$ cat src/design/rla_pkg.sv
package rla_pkg;

  localparam int unsigned PAYLOAD_DEPTH_DEF = 32;

  localparam logic [7:0] BUG_STATUS_RST  = 8'd66;
  localparam logic [7:0] OVF_REASON_RST  = 8'd0;
  localparam logic [7:0] UNINIT_REASON_RST = 8'd0;

  localparam logic [7:0] CHAR_ZERO = 8'h30;
  localparam logic [7:0] CHAR_GT   = 8'h3E;
  localparam logic [7:0] CHAR_CR   = 8'h0D;
  localparam logic [7:0] CHAR_LF   = 8'h0A;

  localparam logic [2:0]  DIGIT_UNITS = 3'd4;
  localparam logic [15:0] DEC_WEIGHT [4] = '{16'd10000, 16'd1000, 16'd100, 16'd10};

  localparam logic [1:0] REG_BUG_STATUS    = 2'd0;
  localparam logic [1:0] REG_OVF_REASON    = 2'd1;
  localparam logic [1:0] REG_UNINIT_REASON = 2'd2;

  typedef enum logic [1:0] {
    FUNC_SET_STATUS  = 2'd0,
    FUNC_APPEND_BYTE = 2'd1,
    FUNC_APPEND_NUM  = 2'd2,
    FUNC_SEND        = 2'd3
  } func_e;

  typedef enum logic [3:0] {
    ST_IDLE,
    ST_FRESH,
    ST_EXEC,
    ST_DIGIT,
    ST_GT,
    ST_STAT,
    ST_PAYLOAD,
    ST_CR,
    ST_LF
  } state_e;

  typedef enum logic [2:0] {
    EMIT_NONE,
    EMIT_GT,
    EMIT_STATUS,
    EMIT_PAYLOAD,
    EMIT_CR,
    EMIT_LF
  } emit_e;

  typedef struct packed {
    func_e       func;
    logic [7:0]  status_code;
    logic        has_reason;
    logic [7:0]  reason_code;
    logic [7:0]  char_value;
    logic [15:0] number;
  } item_t;

  typedef struct packed {
    logic [7:0] out_byte;
    logic       last_byte;
  } result_t;

  typedef struct packed {
    logic [7:0] bug_status;
    logic [7:0] ovf_reason;
    logic [7:0] uninit_reason;
  } cfg_t;

  typedef struct packed {
    logic  load;
    logic  leave_fresh;
    logic  exec;
    logic  digit;
    emit_e emit;
    logic  idx_clr;
    logic  idx_inc;
  } cmd_t;

  typedef struct packed {
    func_e func;
    logic  fresh;
    logic  digit_done;
    logic  payload_empty;
    logic  idx_last;
  } stat_t;

endpackage

$ cat src/design/rla_ram.sv
module rla_ram import rla_pkg::*; #(
  parameter int unsigned WIDTH = 8,
  parameter int unsigned DEPTH = PAYLOAD_DEPTH_DEF
) (
  input  logic                     clk_i,
  input  logic                     we_i,
  input  logic [$clog2(DEPTH)-1:0] waddr_i,
  input  logic [WIDTH-1:0]         wdata_i,
  input  logic [$clog2(DEPTH)-1:0] raddr_i,
  output logic [WIDTH-1:0]         rdata_o
);

  logic [WIDTH-1:0] mem_q [DEPTH];
  logic [WIDTH-1:0] rdata_q;

  always_ff @(posedge clk_i) begin
    if (we_i) begin
      mem_q[waddr_i] <= wdata_i;
    end
    rdata_q <= mem_q[raddr_i];
  end

  assign rdata_o = rdata_q;

endmodule

$ cat src/design/rla_ctrl.sv
module rla_ctrl import rla_pkg::*; (
  input  logic  clk_i,
  input  logic  rst_ni,
  input  logic  start_i,
  input  func_e func_i,
  input  stat_t stat_i,
  output cmd_t  cmd_o,
  output logic  busy_o
);

  state_e state_q, state_d;

  always_ff @(posedge clk_i or negedge rst_ni) begin
    if (!rst_ni) begin
      state_q <= ST_IDLE;
    end else begin
      state_q <= state_d;
    end
  end

  always_comb begin
    state_d = state_q;
    unique case (state_q)
      ST_IDLE: begin
        if (start_i) begin
          if (func_i == FUNC_SEND) begin
            state_d = ST_GT;
          end else if (stat_i.fresh) begin
            state_d = ST_FRESH;
          end else if (func_i == FUNC_APPEND_NUM) begin
            state_d = ST_DIGIT;
          end else begin
            state_d = ST_EXEC;
          end
        end
      end
      ST_FRESH: begin
        state_d = (stat_i.func == FUNC_APPEND_NUM) ? ST_DIGIT : ST_EXEC;
      end
      ST_EXEC: state_d = ST_IDLE;
      ST_DIGIT: begin
        if (stat_i.digit_done) begin
          state_d = ST_IDLE;
        end
      end
      ST_GT:   state_d = ST_STAT;
      ST_STAT: state_d = stat_i.payload_empty ? ST_CR : ST_PAYLOAD;
      ST_PAYLOAD: begin
        if (stat_i.idx_last) begin
          state_d = ST_CR;
        end
      end
      ST_CR:   state_d = ST_LF;
      ST_LF:   state_d = ST_IDLE;
      default: state_d = ST_IDLE;
    endcase
  end

  always_comb begin
    cmd_o = '0;
    cmd_o.emit = EMIT_NONE;
    unique case (state_q)
      ST_IDLE:  cmd_o.load = start_i;
      ST_FRESH: cmd_o.leave_fresh = 1'b1;
      ST_EXEC:  cmd_o.exec = 1'b1;
      ST_DIGIT: cmd_o.digit = 1'b1;
      ST_GT: begin
        cmd_o.emit    = EMIT_GT;
        cmd_o.idx_clr = 1'b1;
      end
      ST_STAT: cmd_o.emit = EMIT_STATUS;
      ST_PAYLOAD: begin
        cmd_o.emit    = EMIT_PAYLOAD;
        cmd_o.idx_inc = 1'b1;
      end
      ST_CR:   cmd_o.emit = EMIT_CR;
      ST_LF:   cmd_o.emit = EMIT_LF;
      default: cmd_o.emit = EMIT_NONE;
    endcase
  end

  assign busy_o = (state_q != ST_IDLE);

endmodule

$ cat src/design/rla_datapath.sv
module rla_datapath import rla_pkg::*; #(
  parameter int unsigned PAYLOAD_DEPTH = PAYLOAD_DEPTH_DEF
) (
  input  logic    clk_i,
  input  logic    rst_ni,
  input  item_t   item_i,
  input  cfg_t    cfg_i,
  input  cmd_t    cmd_i,
  output stat_t   stat_o,
  output result_t result_o,
  output logic    result_strobe_o
);

  localparam int unsigned AW = $clog2(PAYLOAD_DEPTH);
  localparam int unsigned LW = $clog2(PAYLOAD_DEPTH + 1);
  localparam logic [LW-1:0] DEPTH_L = LW'(PAYLOAD_DEPTH);

  item_t       item_q, item_d;
  logic [15:0] v_q, v_d;
  logic [2:0]  k_q, k_d;
  logic [3:0]  d_q, d_d;
  logic        started_q, started_d;
  logic [7:0]  status_q, status_d;
  logic [7:0]  slot0_q, slot0_d;
  logic [LW-1:0] len_q, len_d;
  logic        fresh_q, fresh_d;
  logic [AW-1:0] idx_q, idx_d;
  result_t     res_q, res_d;
  logic        strobe_q, strobe_d;

  logic          push_en;
  logic [7:0]    push_byte;
  logic [LW-1:0] len_base;
  logic          ram_we;
  logic [AW-1:0] ram_waddr;
  logic [AW-1:0] ram_raddr;
  logic [7:0]    ram_rdata;
  logic [LW-1:0] idx_nxt;
  logic [15:0]   weight;
  logic          ge_weight;

  assign idx_nxt   = LW'(idx_q) + LW'(1);
  assign ram_raddr = (idx_nxt < DEPTH_L) ? idx_nxt[AW-1:0] : '0;
  assign weight    = DEC_WEIGHT[k_q[1:0]];
  assign ge_weight = (k_q != DIGIT_UNITS) && (v_q >= weight);

  rla_ram #(
    .WIDTH(8),
    .DEPTH(PAYLOAD_DEPTH)
  ) u_payload_ram (
    .clk_i  (clk_i),
    .we_i   (ram_we),
    .waddr_i(ram_waddr),
    .wdata_i(push_byte),
    .raddr_i(ram_raddr),
    .rdata_o(ram_rdata)
  );

  // item, digit and store updates
  always_comb begin
    item_d    = item_q;
    v_d       = v_q;
    k_d       = k_q;
    d_d       = d_q;
    started_d = started_q;
    status_d  = status_q;
    slot0_d   = slot0_q;
    len_d     = len_q;
    fresh_d   = fresh_q;
    push_en   = 1'b0;
    push_byte = item_q.char_value;
    len_base  = len_q;
    ram_we    = 1'b0;
    ram_waddr = len_base[AW-1:0];

    if (cmd_i.load) begin
      item_d    = item_i;
      v_d       = item_i.number;
      k_d       = '0;
      d_d       = '0;
      started_d = 1'b0;
    end

    if (cmd_i.leave_fresh) begin
      status_d = cfg_i.bug_status;
      slot0_d  = cfg_i.uninit_reason;
      len_d    = LW'(1);
      fresh_d  = 1'b0;
    end

    if (cmd_i.exec) begin
      unique case (item_q.func)
        FUNC_SET_STATUS: begin
          status_d  = item_q.status_code;
          len_base  = '0;
          len_d     = '0;
          push_en   = item_q.has_reason;
          push_byte = item_q.reason_code;
        end
        FUNC_APPEND_BYTE: begin
          push_en   = 1'b1;
          push_byte = item_q.char_value;
        end
        default: push_en = 1'b0;
      endcase
    end

    if (cmd_i.digit) begin
      if (ge_weight) begin
        v_d       = v_q - weight;
        d_d       = d_q + 4'd1;
        started_d = 1'b1;
      end else if (k_q == DIGIT_UNITS) begin
        push_en   = 1'b1;
        push_byte = CHAR_ZERO + {4'b0, v_q[3:0]};
      end else begin
        push_en   = started_q;
        push_byte = CHAR_ZERO + {4'b0, d_q};
        k_d       = k_q + 3'd1;
        d_d       = '0;
      end
    end

    ram_waddr = len_base[AW-1:0];
    if (push_en) begin
      if (len_base < DEPTH_L) begin
        ram_we = 1'b1;
        if (len_base == '0) begin
          slot0_d = push_byte;
        end
        len_d = len_base + LW'(1);
      end else begin
        // store full: report a bug with the overflow reason
        status_d = cfg_i.bug_status;
        slot0_d  = cfg_i.ovf_reason;
        len_d    = LW'(1);
      end
    end
  end

  // line emission
  always_comb begin
    idx_d    = idx_q;
    res_d    = res_q;
    strobe_d = (cmd_i.emit != EMIT_NONE);
    if (cmd_i.idx_clr) begin
      idx_d = '0;
    end else if (cmd_i.idx_inc) begin
      idx_d = idx_q + AW'(1);
    end
    res_d.last_byte = 1'b0;
    case (cmd_i.emit)
      EMIT_GT:     res_d.out_byte = CHAR_GT;
      EMIT_STATUS: res_d.out_byte = fresh_q ? cfg_i.bug_status : status_q;
      EMIT_PAYLOAD: begin
        if (idx_q == '0) begin
          res_d.out_byte = fresh_q ? cfg_i.uninit_reason : slot0_q;
        end else begin
          res_d.out_byte = ram_rdata;
        end
      end
      EMIT_CR:     res_d.out_byte = CHAR_CR;
      EMIT_LF: begin
        res_d.out_byte  = CHAR_LF;
        res_d.last_byte = 1'b1;
      end
      default:     res_d.out_byte = res_q.out_byte;
    endcase
  end

  always_ff @(posedge clk_i or negedge rst_ni) begin
    if (!rst_ni) begin
      fresh_q  <= 1'b1;
      len_q    <= LW'(1);
      status_q <= BUG_STATUS_RST;
      strobe_q <= 1'b0;
      k_q      <= DIGIT_UNITS;
      idx_q    <= '0;
    end else begin
      fresh_q  <= fresh_d;
      len_q    <= len_d;
      status_q <= status_d;
      strobe_q <= strobe_d;
      k_q      <= k_d;
      idx_q    <= idx_d;
    end
  end

  always_ff @(posedge clk_i) begin
    item_q    <= item_d;
    v_q       <= v_d;
    d_q       <= d_d;
    started_q <= started_d;
    slot0_q   <= slot0_d;
    res_q     <= res_d;
  end

  assign stat_o.func          = item_q.func;
  assign stat_o.fresh         = fresh_q;
  assign stat_o.digit_done    = cmd_i.digit && !ge_weight && (k_q == DIGIT_UNITS);
  assign stat_o.payload_empty = (len_q == '0);
  assign stat_o.idx_last      = (idx_nxt == len_q);

  assign result_o        = res_q;
  assign result_strobe_o = strobe_q;

endmodule

$ cat src/design/response_line_assembler_unit.sv
// Response line assembler. An item is taken when start is high and busy is low; busy then
// stays high until the item is done. Append number subtracts 10000, 1000, 100 and 10 in
// turn as often as each fits, writing one digit per position with leading zeros dropped,
// in the single shared subtract-and-compare unit; the first set or append after reset first
// passes through a state that loads the reset line. Send emits one byte per cycle, payload
// bytes after the first read from the payload RAM. Each byte of the line appears on result_o
// for exactly one cycle with result_strobe_o high, in the cycle after it is produced, with
// last_byte marking the closing LF; the receiver cannot stall and must take every transfer.
// Configuration must be written through the APB port only while idle; the block does not enforce it.
module response_line_assembler_unit import rla_pkg::*; #(
  parameter int unsigned PAYLOAD_DEPTH = PAYLOAD_DEPTH_DEF
) (
  input  logic        clk_i,
  input  logic        rst_ni,
  input  logic        start,
  output logic        busy,
  input  item_t       item_i,
  output result_t     result_o,
  output logic        result_strobe_o,
  input  logic        psel,
  input  logic        penable,
  input  logic        pwrite,
  input  logic [3:0]  paddr,
  input  logic [31:0] pwdata,
  output logic [31:0] prdata,
  output logic        pready
);

  cfg_t  cfg_q, cfg_d;
  cmd_t  cmd;
  stat_t stat;
  logic  cfg_wr;

  assign cfg_wr = psel && penable && pwrite;
  assign pready = 1'b1;

  always_comb begin
    cfg_d = cfg_q;
    if (cfg_wr) begin
      unique case (paddr[3:2])
        REG_BUG_STATUS:    cfg_d.bug_status    = pwdata[7:0];
        REG_OVF_REASON:    cfg_d.ovf_reason    = pwdata[7:0];
        REG_UNINIT_REASON: cfg_d.uninit_reason = pwdata[7:0];
        default:           cfg_d = cfg_q;
      endcase
    end
  end

  always_comb begin
    unique case (paddr[3:2])
      REG_BUG_STATUS:    prdata = {24'b0, cfg_q.bug_status};
      REG_OVF_REASON:    prdata = {24'b0, cfg_q.ovf_reason};
      REG_UNINIT_REASON: prdata = {24'b0, cfg_q.uninit_reason};
      default:           prdata = '0;
    endcase
  end

  always_ff @(posedge clk_i or negedge rst_ni) begin
    if (!rst_ni) begin
      cfg_q.bug_status    <= BUG_STATUS_RST;
      cfg_q.ovf_reason    <= OVF_REASON_RST;
      cfg_q.uninit_reason <= UNINIT_REASON_RST;
    end else begin
      cfg_q <= cfg_d;
    end
  end

  rla_ctrl u_ctrl (
    .clk_i  (clk_i),
    .rst_ni (rst_ni),
    .start_i(start),
    .func_i (item_i.func),
    .stat_i (stat),
    .cmd_o  (cmd),
    .busy_o (busy)
  );

  rla_datapath #(
    .PAYLOAD_DEPTH(PAYLOAD_DEPTH)
  ) u_datapath (
    .clk_i          (clk_i),
    .rst_ni         (rst_ni),
    .item_i         (item_i),
    .cfg_i          (cfg_q),
    .cmd_i          (cmd),
    .stat_o         (stat),
    .result_o       (result_o),
    .result_strobe_o(result_strobe_o)
  );

endmodule

$ cat config.mk
export PLATFORM = sky130hd
export DESIGN_NAME = response_line_assembler_unit
export DESIGN_NICKNAME = d
export VERILOG_FILES = /design/src/design/rla_pkg.sv /design/src/design/rla_ram.sv /design/src/design/rla_ctrl.sv /design/src/design/rla_datapath.sv /design/src/design/response_line_assembler_unit.sv
export SDC_FILE = /design/constraint.sdc
export NUM_CORES = 1
export LEC_CHECK = 0
export BUFFER_PORTS_ARGS = -buffer_cell sky130_fd_sc_hd__buf_2
export CAP_MARGIN = 40
export CORE_UTILIZATION = 30
export DETAILED_ROUTE_END_ITERATION = 7
export PLACE_DENSITY_LB_ADDON = 0.1
export SLEW_MARGIN = 30
export SYNTH_ARGS = -nofsm -noshare
export SYNTH_HDL_FRONTEND = slang
export SYNTH_HIERARCHICAL = 1
export SYNTH_SLANG_ARGS = --single-unit
$ cat constraint.sdc
create_clock -name clk_i -period 5.1 [get_ports clk_i]
set_input_delay 0.255 -clock clk_i [delete_from_list [all_inputs] [get_ports clk_i]]
set_output_delay 0.255 -clock clk_i [all_outputs]
set_load 0.01 [all_outputs]
---- Word-level counts from Yosys, hierarchy flattened ----
Memories as Yosys holds them, arrays and structs flattened. A register that Yosys moved wholly into a read port is not among the register bits.
Index checks and enable logic that the tools add are counted.
Widths: inputs -> output; s select.
operators by class
  add/sub/neg operators ................... 8
  $lt $le $gt $ge ......................... 4
  eq/ne operators ......................... 25
  muxes and demuxes ....................... 72
  bitwise gates (word level) .............. 1
  reductions and logical operators ........ 20
operators with widths
  kind                 count
  $mux 8               17
  $mux 16              5
  $mux 6               7
  $pmux 8 s5           1
  $mux 4               9
  $bmux 16 s2          1
  $pmux 4 s7           1
  $pmux 8 s3           1
  $mux 1               21
  $eq 4x3->1 const B   4
  $ge 16x16->1         1
  $sub 16x16->16       1
  $mux 5               3
  $pmux 3 s5           1
  $add 6x4->7 const A  2
  $logic_not 6->1      2
  $lt 6x6->1 const B   2
  $mux 3               4
  $eq 3x3->1 const B   3
  $eq 2x2->1 const B   4
  $eq 4x2->1 const B   2
  $add 5x1->6 const B  1
  $add 6x1->6 const B  1
  $eq 3x2->1 const B   2
  other kinds (24)     34
storage, ports and cells
  register bits after elaboration ......... 117
  memory bits (writable) .................. 256
  input bits .............................. 85
  output and inout port bits .............. 44
  word-level logic and storage cells ...... 152
  memories kept ........................... 1
memory list
  memory                          words  bits a word  read ports  clocked after Yosys merged registers in  wr ports  RTL line       source
  u_datapath.u_payload_ram.mem_q  32     8            1           1                                        1         rla_ram.sv:13  logic [WIDTH-1:0] mem_q [DEPTH];

---- Longest topological paths before layout ----
  depth in word-level cells ............... 11
  gate-level depth with buffers ........... 16

---- Cells and area by module ----
Netlist, hierarchy kept.
by module, submodules not included
  module                        instances  cells each  area an instance (µm²)
  rla_ram                       1          417         10053.4
  rla_datapath                  1          569         5496.5
  response_line_assembler_unit  1          108         1336.3
  rla_ctrl                      1          51          381.6

---- Worst setup path before layout ----
No wires, ideal clock.
  kind .................................... register to register
  from .................................... register u_datapath.k_q[1]
  to ...................................... memory u_datapath.u_payload_ram.mem_q[28][0] (enable)
  library setup time ...................... 370 ps
  data arrival time ....................... 3516 ps
  setup slack ............................. 1214 ps
  stages on the path, launching flop included .. 15
  path buffers ............................ 2
  period minus slack after synthesis ...... 3886 ps
  path through ............................ dfrtp_1 -> inv_1 -> ha_1 -> inv_1 -> ha_1 -> or3_1 -> a2111o_1 -> nand3_2 -> a31oi_4 -> nor2_4 -> buf_6 -> and2_1 -> or3b_2 -> clkbuf_1 -> nor2_1
between the ends
  longest elaborated chain between the ends .. 11
  elaborated cells on any way between the ends .. 14
ends and longest elaborated chain
  what                                        RTL line             source
  from (decl)                                 rla_datapath.sv:20   logic [2:0] k_q, k_d;
  from (signal assigned)                      rla_datapath.sv:184  k_q <= k_d;
  $not 2->3 (not written as such)             rla_datapath.sv:44   assign weight = DEC_WEIGHT[k_q[1:0]];
  $bmux 16 s2                                 rla_datapath.sv:44
  $mux 16 (not written as such) (2 in a row)  rla_datapath.sv:44
  $ge 16x16->1                                rla_datapath.sv:45   assign ge_weight = (k_q != DIGIT_UNITS) && (v_q >= weight);
  $logic_and 1x1->1                           rla_datapath.sv:45
  $mux 1 *                                    rla_datapath.sv:109  if (ge_weight) begin
  $mux 1 *                                    rla_datapath.sv:108  if (cmd_i.digit) begin
  $mux 1 *                                    rla_datapath.sv:125  if (push_en) begin
  via u_datapath.ram_we                       rla_datapath.sv:34   logic ram_we;
  $mux 1 *                                    rla_ram.sv:17        if (we_i) begin
  $mux 1 (not written as such) *              rla_ram.sv:18        mem_q[waddr_i] <= wdata_i;
  to (decl)                                   rla_ram.sv:13
The timed path passes the listed nets; every way through them passes the cells marked *. The select of a mux whose other input is x is not followed.

---- Worst setup path in the final report ----
  from .................................... register u_datapath.k_q[1]
  to ...................................... memory u_datapath.u_payload_ram.mem_q[4][4] (enable)
The elaborated chain is that of the path after synthesis.

==> summary.txt <==
Status
  – Status: completed

Yosys
  – Warning count from the yosys run: 6
  – Post-synth cell types: 86
  – Number of synthesized flops with an enable pin: 292
  – Compound-Gate Fraction of Synth Area: 6.500%
  – Largest family of logic cells by synthesized area: multiplexers
  – Mux cell area share after synthesis: 16.25%
  – Synthesis-stage register bit count: 381
  – Adder-cell share of the synthesized area: 1.638%
  – Async SR Flop Fraction: 13.65%
  – Post-Syn Area: 0.01727 mm^2
  – Synth Flop Type: edfxtp_1
  – Post-Synth XOR/XNOR Area: 0.9130%
  – Sequential element share of the synthesized area: 62.65%
  – Simple-Gate Fraction of Synth Area: 8.405%
  – Post-Synthesis Cells: 1,145
  – Syn avg cell area: 15.08 um^2

Routing
  – Routed wire length: 44.65 mm
  – Drt first pass iters: 5
  – Avg Vias per Cell: 4.783
  – WL per Instance: 21.22 um
  – DRT met1 WL: 20.90 mm
  – WL met2: 21.70 mm
  – ANT nets after route: 0
  – DRC: 0
  – Met3 routed WL: 1.350 mm
  – Max layer used: met4
  – Routed via count: 10,060
  – Starting DRT DRC Count: 567

Worst setup path
  – Buf/Inv on CP: 3
  – Worst path arrival time: 4.79 ns
  – Critical path peak fanout: 14
  – Req. time, crit path: 5.38 ns
  – Crit path cell chain: inv_1 -> ha_1 -> inv_1 -> ha_1 -> and3_1 -> nand3_1 -> o21bai_1 -> and3_1 -> nor2_4 -> and2_1 -> or3b_2 -> nor2_1 -> buf_4
  – CP delay by family, top: simple AND/OR/NAND/NOR gates
  – Max incr delay on CP: 0.59 ns
  – Crit path max-delay cell type: or3b_2
  – Nature of the critical path endpoint: register
  – CP Launch Type: register
  – Crit Path Category: reg -> reg

STA
  – Final period utilization: 88.33%
  – Hold_ws: 0.05301 ns
  – Fin. Hold Viols: 0
  – Tightest Pin Transition: 0.8077 ns
  – RSZ-0062 raised after global routing: no
  – Fmax: 222.0 MHz
  – Fin worst setup slack: 0.5951 ns
  – Clock Skews: 0.01752 ns
  – Setup TNS: 0 ns
  – Min Tclk post-route: 4.505 ns
  – Endpoints failing setup: 0
  – Max Transition Viols Final: 0
  – Relative slew slack: 45.86%

Die
  – Ports: 129
  – Width of the die: 241.9 um
  – Core area: 0.05660 mm^2
  – Die Ht: 241.9 um
  – Row cnt: 87
  – Initial Utilization: 30.51%
  – Die ar.: 0.05852 mm^2

Cells and area
  – Number of fill cells in the layout: 5,438
  – Most frequent cells in the layout: 292 x edfxtp_1, 80 x mux4_2, 78 x buf_2
  – Register area: 0.01082 mm^2
  – Finished layout cell area: 0.02063 mm^2
  – Layout cells sized above 1: 27.23%
  – Synth-to-Final Area Change: 19.48%
  – Post-Layout Cell Count: 2,104
  – Area of the multi-input gates: 0.005959 mm^2
  – Nets: 1,419
  – Most common cell after layout, fill and taps aside: edfxtp_1
  – ANT cells: 0

Clock tree
  – Worst-path clk slew: 0.06 ns
  – Cts repair resizes: 0
  – CTS tree: done
  – Post-CTS Setup Repair Bufs: 0
  – Clock Sink Count: 381
  – Cts hold-fix bufs: 49
  – Num CTS Buffers: 45
  – Max H-tree Level: 2
  – CTS root buffer: clkbuf_16
  – Clk_lat worst skew: 0.58 ns
  – Clock buffer depth: 3

Placed design
  – Gpl congestion: 0.7505
  – Number of buffers added on ports: 77
  – HPWL Detailed: 29.53 mm
  – Pre-CTS setup slack: 0.5702 ns
  – Cell Area, Placed: 0.01866 mm^2
  – Cells after DPL: 1,971

Global routing
  – Vias in the first global route: 10,310
  – Largest net degree at the start of global routing: 53
  – Initial antenna violation count: 0
  – Tot GR Track Use: 15.38%
  – First-pass GRT wire length: 67.75 mm
  – Total grt overflow: 0

Min path
  – Hold WC Path Type: in -> reg

Power and ir drop
  – Pwr/cell area: 501.0 mW/mm^2
  – Max VDD drop: 0.2295 mV
  – Leakage: 0.007325 uW

Run
  – Max-Cap Viols: 0
-- metal layers --
metal | up-vias | GRT usage [%]
met5 | - | 0
met4 | 0 | 3.760
met3 | 45 | 2.094
met2 | 166 | 25.53
met1 | 5121 | 21.25
li1 | 4732 | -
-- sequential cells by signal, summed over array words and instances, names as in the netlist --
register / cells
u_datapath/idx_q: 5
u_datapath/result_o: 9
u_datapath/stat_o: 2
cfg_q: 24
u_datapath/slot0_q: 8
u_datapath/d_q: 4
u_datapath/result_strobe_o: 1
u_datapath/fresh_q: 1
u_datapath/u_payload_ram/mem_q: 256
u_ctrl/state_q: 4
u_datapath/item_q: 25
u_datapath/v_q: 16
u_datapath/u_payload_ram/rdata_o: 8
u_datapath/status_q: 8
u_datapath/k_q: 3
u_datapath/len_q: 6
u_datapath/started_q: 1
-- kinds of logic after synthesis --
| group | count (synthesis) |
|---|---|
| buffers and inverters | 115 |
| AOI/OAI and AO/OA | 163 |
| and+or+nand+nor | 272 |
| xor gates and xnor gates | 18 |
| muxes | 172 |
| other | 2 |
| DFF | 381 |
| adders and majority gates | 22 |
-- worst register-to-register path, cell delays in order (launching register included) --
cell and delay (ns):
dfrtp_1 0.46, inv_1 0.14, ha_1 0.25, inv_1 0.15, ha_1 0.45, and3_1 0.24, nand3_1 0.14, o21bai_1 0.21
and3_1 0.32, nor2_4 0.41, and2_1 0.32, or3b_2 0.59, nor2_1 0.32, buf_4 0.22
-- layout make-up --
class                           instances  share of cell area (%)
Clock buffer                           57                   5.779
Clock inverter                         26                   1.273
Inverter                               27                  0.5033
Multi-Input combinational cell        672                   28.88
Sequential cell                       381                   52.44
Tap cell                              756                   4.585
Timing Repair Buffer                  185                   6.537
-- path summary, 6_finish.rpt --
kind	start	end	cells after the start	slack, ns
setup / recovery	u_datapath/k_q[1]	u_datapath/u_payload_ram/mem_q[4][4]	13	0.60
hold / removal	item_i[12]	u_datapath/v_q[12]	3	0.05
max in group asynchronous	rst_ni	u_datapath/status_q[6]	4	4.41
min in group asynchronous	rst_ni	u_datapath/k_q[1]	3	0.13
hold reg to reg	u_datapath/started_q	u_datapath/started_q	2	0.47
setup reg to reg	u_datapath/k_q[1]	u_datapath/u_payload_ram/mem_q[4][4]	13	0.60
-- cells in the mapped netlist, types with 8 or more instances --
| library cell | instances | area [um^2] |
|---|---|---|
| a211oi_1 | 12 | 90.09 |
| a21oi_1 | 31 | 155.2 |
| a22oi_1 | 8 | 60.06 |
| and3_1 | 9 | 56.30 |
| buf_4 | 36 | 270.3 |
| clkbuf_1 | 32 | 120.1 |
| dfrtp_1 | 45 | 1126 |
| dfxtp_1 | 37 | 740.7 |
| edfxtp_1 | 292 | 8768 |
| ha_1 | 21 | 262.8 |
| inv_1 | 26 | 97.59 |
| mux2_2 | 35 | 394.1 |
| mux2_4 | 8 | 120.1 |
| mux2i_1 | 49 | 490.5 |
| mux4_2 | 80 | 1802 |
| nand2_1 | 72 | 270.3 |
| nand2b_1 | 9 | 56.30 |
| nand3_1 | 12 | 60.06 |
| nand3b_1 | 10 | 75.07 |
| nor2_1 | 71 | 266.5 |
| nor2b_1 | 8 | 50.05 |
| nor3_1 | 16 | 80.08 |
| nor3b_1 | 18 | 135.1 |
| o21ai_0 | 40 | 200.2 |
| o2bb2ai_1 | 8 | 70.07 |
| xnor2_1 | 10 | 87.58 |
| xor2_1 | 8 | 70.07 |
-- where the power goes --
| part | internal [uW] | switching (uW) | leakage [uW] |
|---|---|---|---|
| Sequential | 3910 | 265 | 0.00359 |
| Clock | 1870 | 1310 | 0.000694 |
| Combinational | 1230 | 1750 | 0.00304 |
-- through the flow --
| stage | util [%] | power, uW |
|---|---|---|
| final | 36.45 | 10340 |
| after global routing | 36.45 | 10910 |
| after CTS | 36.40 | 10530 |
| after detailed placement | 32.96 | 7250 |
| after global placement | 32.93 | 7218 |
| after floorplan | - | 6253 |
(Power assumes the default switching activity.)
